### config.mk
export PLATFORM = sky130hd
export DESIGN_NAME = gcb_ctrl
export DESIGN_NICKNAME = d
export VERILOG_FILES = /design/src/rtl/gcb_pkg.sv /design/src/rtl/gcb_ctrl.sv
export SDC_FILE = /design/constraint.sdc
export NUM_CORES = 1
export LEC_CHECK = 0
export ABC_AREA = 1
export BUFFER_PORTS_ARGS = -buffer_cell sky130_fd_sc_hd__buf_2
export CAP_MARGIN = 10
export CORE_AREA = 3 3 40 42
export CTS_CLUSTER_SIZE = 30
export DETAILED_ROUTE_END_ITERATION = 8
export DIE_AREA = 0 0 43 45
export PLACE_DENSITY_LB_ADDON = 0.1
export SLEW_MARGIN = 15
export SYNTH_ARGS = -nofsm -noshare
export SYNTH_HDL_FRONTEND = slang
export SYNTH_SLANG_ARGS = --single-unit
export TNS_END_PERCENT = 30
### constraint.sdc
create_clock -name clk_i -period 1.6 [get_ports clk_i]
set_clock_uncertainty 0.2 [all_clocks]
set_input_delay 0.08 -clock clk_i [delete_from_list [all_inputs] [get_ports clk_i]]
set_output_delay 0.08 -clock clk_i [all_outputs]
set_load 0.01 [all_outputs]
### src/rtl/gcb_pkg.sv
// shared types, constants and codes of the growable character buffer
package gcb_pkg;

  localparam int unsigned MAX_CAP     = 4095;
  localparam int unsigned DEFAULT_CAP = 200;
  localparam int unsigned STORE_DEPTH = 4096;
  localparam int unsigned ADDR_W      = 12;
  localparam int unsigned CNT_W       = 13;
  localparam int unsigned DEFAULT_INC = 15;
  localparam int unsigned PERCENT     = 100;

  typedef enum logic [3:0] {
    CMD_OPEN       = 4'd0,
    CMD_ADD        = 4'd1,
    CMD_GET        = 4'd2,
    CMD_MARK       = 4'd3,
    CMD_RETRACT    = 4'd4,
    CMD_RESET_MARK = 4'd5,
    CMD_REWIND     = 4'd6,
    CMD_CLEAR      = 4'd7,
    CMD_COMPACT    = 4'd8
  } cmd_e;

  typedef enum logic [1:0] {
    MODE_FIXED = 2'd0,
    MODE_ADD   = 2'd1,
    MODE_MULT  = 2'd2
  } mode_e;

  typedef enum logic [1:0] {
    CFG_MODE = 2'd0,
    CFG_INC  = 2'd1,
    CFG_CAP  = 2'd2
  } cfg_idx_e;

  typedef enum logic [1:0] {
    ST_IDLE,
    ST_DECODE,
    ST_RECIP,
    ST_COMMIT
  } state_e;

  typedef struct packed {
    logic load_in;
    logic rd_en;
    logic mul1_en;
    logic mul2_en;
    logic commit;
  } ctrl_cmd_t;

  typedef struct packed {
    logic need_mult;
    logic get_read;
  } dp_status_t;

endpackage

### src/rtl/gcb_ctrl.sv
// sequencing state machine and output valid of the character buffer
module gcb_ctrl import gcb_pkg::*; (
  input  logic       clk_i,
  input  logic       rst_ni,
  input  logic       in_valid_i,
  output logic       in_ready_o,
  output logic       out_valid_o,
  input  logic       out_ready_i,
  input  dp_status_t status_i,
  output ctrl_cmd_t  ctrl_o
);

  state_e state_q, state_d;
  logic   out_valid_q, out_valid_d;

  always_ff @(posedge clk_i or negedge rst_ni) begin
    if (!rst_ni) begin
      state_q     <= ST_IDLE;
      out_valid_q <= 1'b0;
    end else begin
      state_q     <= state_d;
      out_valid_q <= out_valid_d;
    end
  end

  always_comb begin
    state_d    = state_q;
    ctrl_o     = '0;
    in_ready_o = 1'b0;
    case (state_q)
      ST_IDLE: begin
        in_ready_o = 1'b1;
        if (in_valid_i) begin
          ctrl_o.load_in = 1'b1;
          state_d        = ST_DECODE;
        end
      end
      ST_DECODE: begin
        if (status_i.need_mult) begin
          ctrl_o.mul1_en = 1'b1;
          state_d        = ST_RECIP;
        end else begin
          ctrl_o.rd_en = status_i.get_read;
          state_d      = ST_COMMIT;
        end
      end
      ST_RECIP: begin
        ctrl_o.mul2_en = 1'b1;
        state_d        = ST_COMMIT;
      end
      ST_COMMIT: begin
        // hold until the previous result has left the output register
        if (!out_valid_q || out_ready_i) begin
          ctrl_o.commit = 1'b1;
          state_d       = ST_IDLE;
        end
      end
      default: begin
        state_d = ST_IDLE;
      end
    endcase
  end

  always_comb begin
    out_valid_d = out_valid_q;
    if (out_valid_q && out_ready_i) begin
      out_valid_d = 1'b0;
    end
    if (ctrl_o.commit) begin
      out_valid_d = 1'b1;
    end
  end

  assign out_valid_o = out_valid_q;

endmodule

==> key figures <==
Yosys
  • Synthesized cell area: 256 um2
  • Commonest cells post-synth: nand2_1 (10), inv_1 (9), ha_1 (4)
  • Synth top area cells: dfrtp_1 (29%), ha_1 (20%), nand2_1 (15%)
  • Yosys Warn Count: 0
  • EDFF count, synth: 0
  • Net Count, Synth: 45
  • Register bit total from synthesis: 3
  • Synth top area share: between 20% and 30%
  • Register area share after synthesis: just under 30%
  • Syn Inst Count: 35
  • Synth cell types: 11
  • Synthesized area per cell: between 7 and 8 um2
  • Main flop type after synthesis: dfrtp_1
  • Most frequent cell after synthesis: nand2_1
  • Post-synth top area cell: dfrtp_1
  • Ys async rst share: 100%

Setup path
  • Buf/Inv on CP: 2
  • Critical-path cell list: inv_2 > ha_1 > nand2_1 > nor2_1 > buf_2
  • Max FO, Critical Path: 4
  • CP Launch Type: flip-flop
  • Required @ worst endpoint: 1.32 ns
  • Slowest stage delay, CP: 0.42 ns
  • Worst Setup End Kind: output pin
  • Critical Path Slowest Stage Cell: dfrtp_1
  • Delay-heaviest family, CP: flip-flops
  • Critical Path AT: 1.22 ns
  • Crit path kind: reg -> out

STA
  • Fin. Hold Viols: 0
  • Setup TNS: 0 ns
  • Final Slew Violations: 0
  • Fin crit share: 93.9%
  • RSZ-0062 raised after global routing: no
  • Actual slew at the worst max-slew pin: 0.175 ns
  • Final Critical Period: 1.50 ns
  • Max Fclk: around 670 MHz
  • Max_slew headroom: between 80% and 90%
  • Final setup vio count: 0

Global route
  • Number of global-route vias before repair: 243
  • GRT Overall Usage: 7.17%
  • Grt total ovfl: 0
  • Global-route wire length before repair: slightly below 1 mm
  • Initial antenna violation count: 0
  • Largest net degree at the start of global routing: 6

Place
  • Sum of net half-perimeters after detailed placement: 461 um
  • Post-Place Cells: 61
  • I/O Buffers: 12
  • RePlAce Congestion: approximately 0.78

Routing
  • WL/cell: ~8.8 um
  • Remaining antenna violation count: 0
  • DRC viols: 0
  • Via Count: 255
  • Iteration-0 DRC Markers: 0
  • Via density: ~3.8
  • DR pass1 iterations: 1
  • WL final: 601 um

Outcome
  • Status: complete, no violations

Die
  • # rows: 13
  • Die ar.: 1940 um2
  • Initial core utilization: 20.0%
  • Die Y: 45 um
  • Die Wd: 43 um
  • Io pins: 13
  • Core area: 1280 um2

Final layout
  • Non-Filler Instances: 68
  • Final nets: 64
  • Syn-to-layout area delta: 49.8%
  • Ant diodes: 0
  • Layout cells sized above 1: between 30 and 40%

Clock network
  • Setup Fix Bufs, Post-CTS: 0
  • Clock Path Buffers: 2
  • CTS tree: built
  • TritonCTS Buffers: 3
  • H-tree depth: 1
  • Worst-path clk slew: about 0.040 ns
  • Root buffer cell: clkbuf_4
  • Clock Latency Late Sink: 0.23 ns
  • Clock sinks: 3

Min path
  • Hold WC Path Type: in -> reg

Flow run
  • Max_cap viols: 0

Power
  • Pwr Density: 1690 nW/um2
  • Worst VDD drop: 655 uV
  • Pwr Total: 0.650 mW
  • LEAKAGE: between 0.2 and 0.3 nW
==> worst min-delay path, cell delays in order <==
cell and delay (ns):
buf_2 0.09, inv_1 0.04, nand2_2 0.08, nand3_1 0.08
nand2_1 0.06
==> repair_timing <==
action / 4_1_cts / 5_1_grt
setup endpoints to repair: 0 / 1
hold endpoints to repair: 4 / 0
gates resized for setup: 0 / 1
hold buffers: 3 / 0
==> power by group <==
part	internal, mW	switching, mW
Sequential	0.117	0.0504
Combinational	0.154	0.195
Clock	0.0935	0.0397
==> sequential cells by signal, summed over array words and instances, names as in the netlist <==
signal	cells
out_valid_o	1
state_q	2
==> final cells by class <==
class	count	area, um2
fillers	146	901
multi-input cells	22	140
repair buffers	15	90.1
flip-flops and latches	3	75.1
inverters	9	33.8
clock buffers	4	26.3
well taps	15	18.8
==> kinds of logic (layout without fill, tap and decap cells) <==
kind of cell,Yosys count,after routing,synth area share [%]
fa+ha+maj,4,4,19.5
buf+inv,10,28,16.1
compound gates,2,2,4.88
flops,3,3,29.3
simple gates,16,16,30.2
==> final timing paths <==
path,depth (start not counted),slack [ns],startpoint,endpoint
hold / removal,5,0.04,in_valid_i,state_q[0]$_DFFE_PN0P_
max in group asynchronous,3,0.54,rst_ni,state_q[1]$_DFFE_PN0P_
hold reg to reg,2,0.36,out_valid_o$_DFFE_PN0P_,out_valid_o$_DFFE_PN0P_
setup reg to reg,6,0.26,state_q[0]$_DFFE_PN0P_,state_q[0]$_DFFE_PN0P_
min in group asynchronous,3,0.52,rst_ni,out_valid_o$_DFFE_PN0P_
setup / recovery,5,0.1,state_q[1]$_DFFE_PN0P_,ctrl_o[3]
==> cells in the final DEF (no fill, tap or decap) <==
cell	count
nand3_2	2
clkbuf_4	3
nor2_1	1
dlygate4sd3_1	3
o21bai_1	1
clkbuf_1	1
nand2_1	10
nand3_1	2
dfrtp_1	3
buf_2	12
a21oi_1	1
nand2_2	1
ha_1	4
inv_2	1
inv_1	8
==> metrics by stage <==
stage | instance area (um2) | utilization (%) | hold slack [ns] | setup slack [ns]
floorplan | 256 | - | -0.416 | 0.301
global placement | 328 | 25.5 | -0.321 | 0.260
detailed placement | 328 | 25.5 | -0.321 | 0.260
CTS | 384 | 29.9 | 0.0283 | 0.0450
global route | 384 | 29.9 | 0.0743 | 0.00288
finish | 384 | 29.9 | 0.0369 | 0.0969
==> layer usage <==
metal / share of wire, % / track usage [%]
met5: 0 / 0
met1: 46 / 7.75
met2: 46 / 10.8
met3: 8.2 / 3.59
met4: 0 / 5.42
Power figures use the tool's default switching activity.
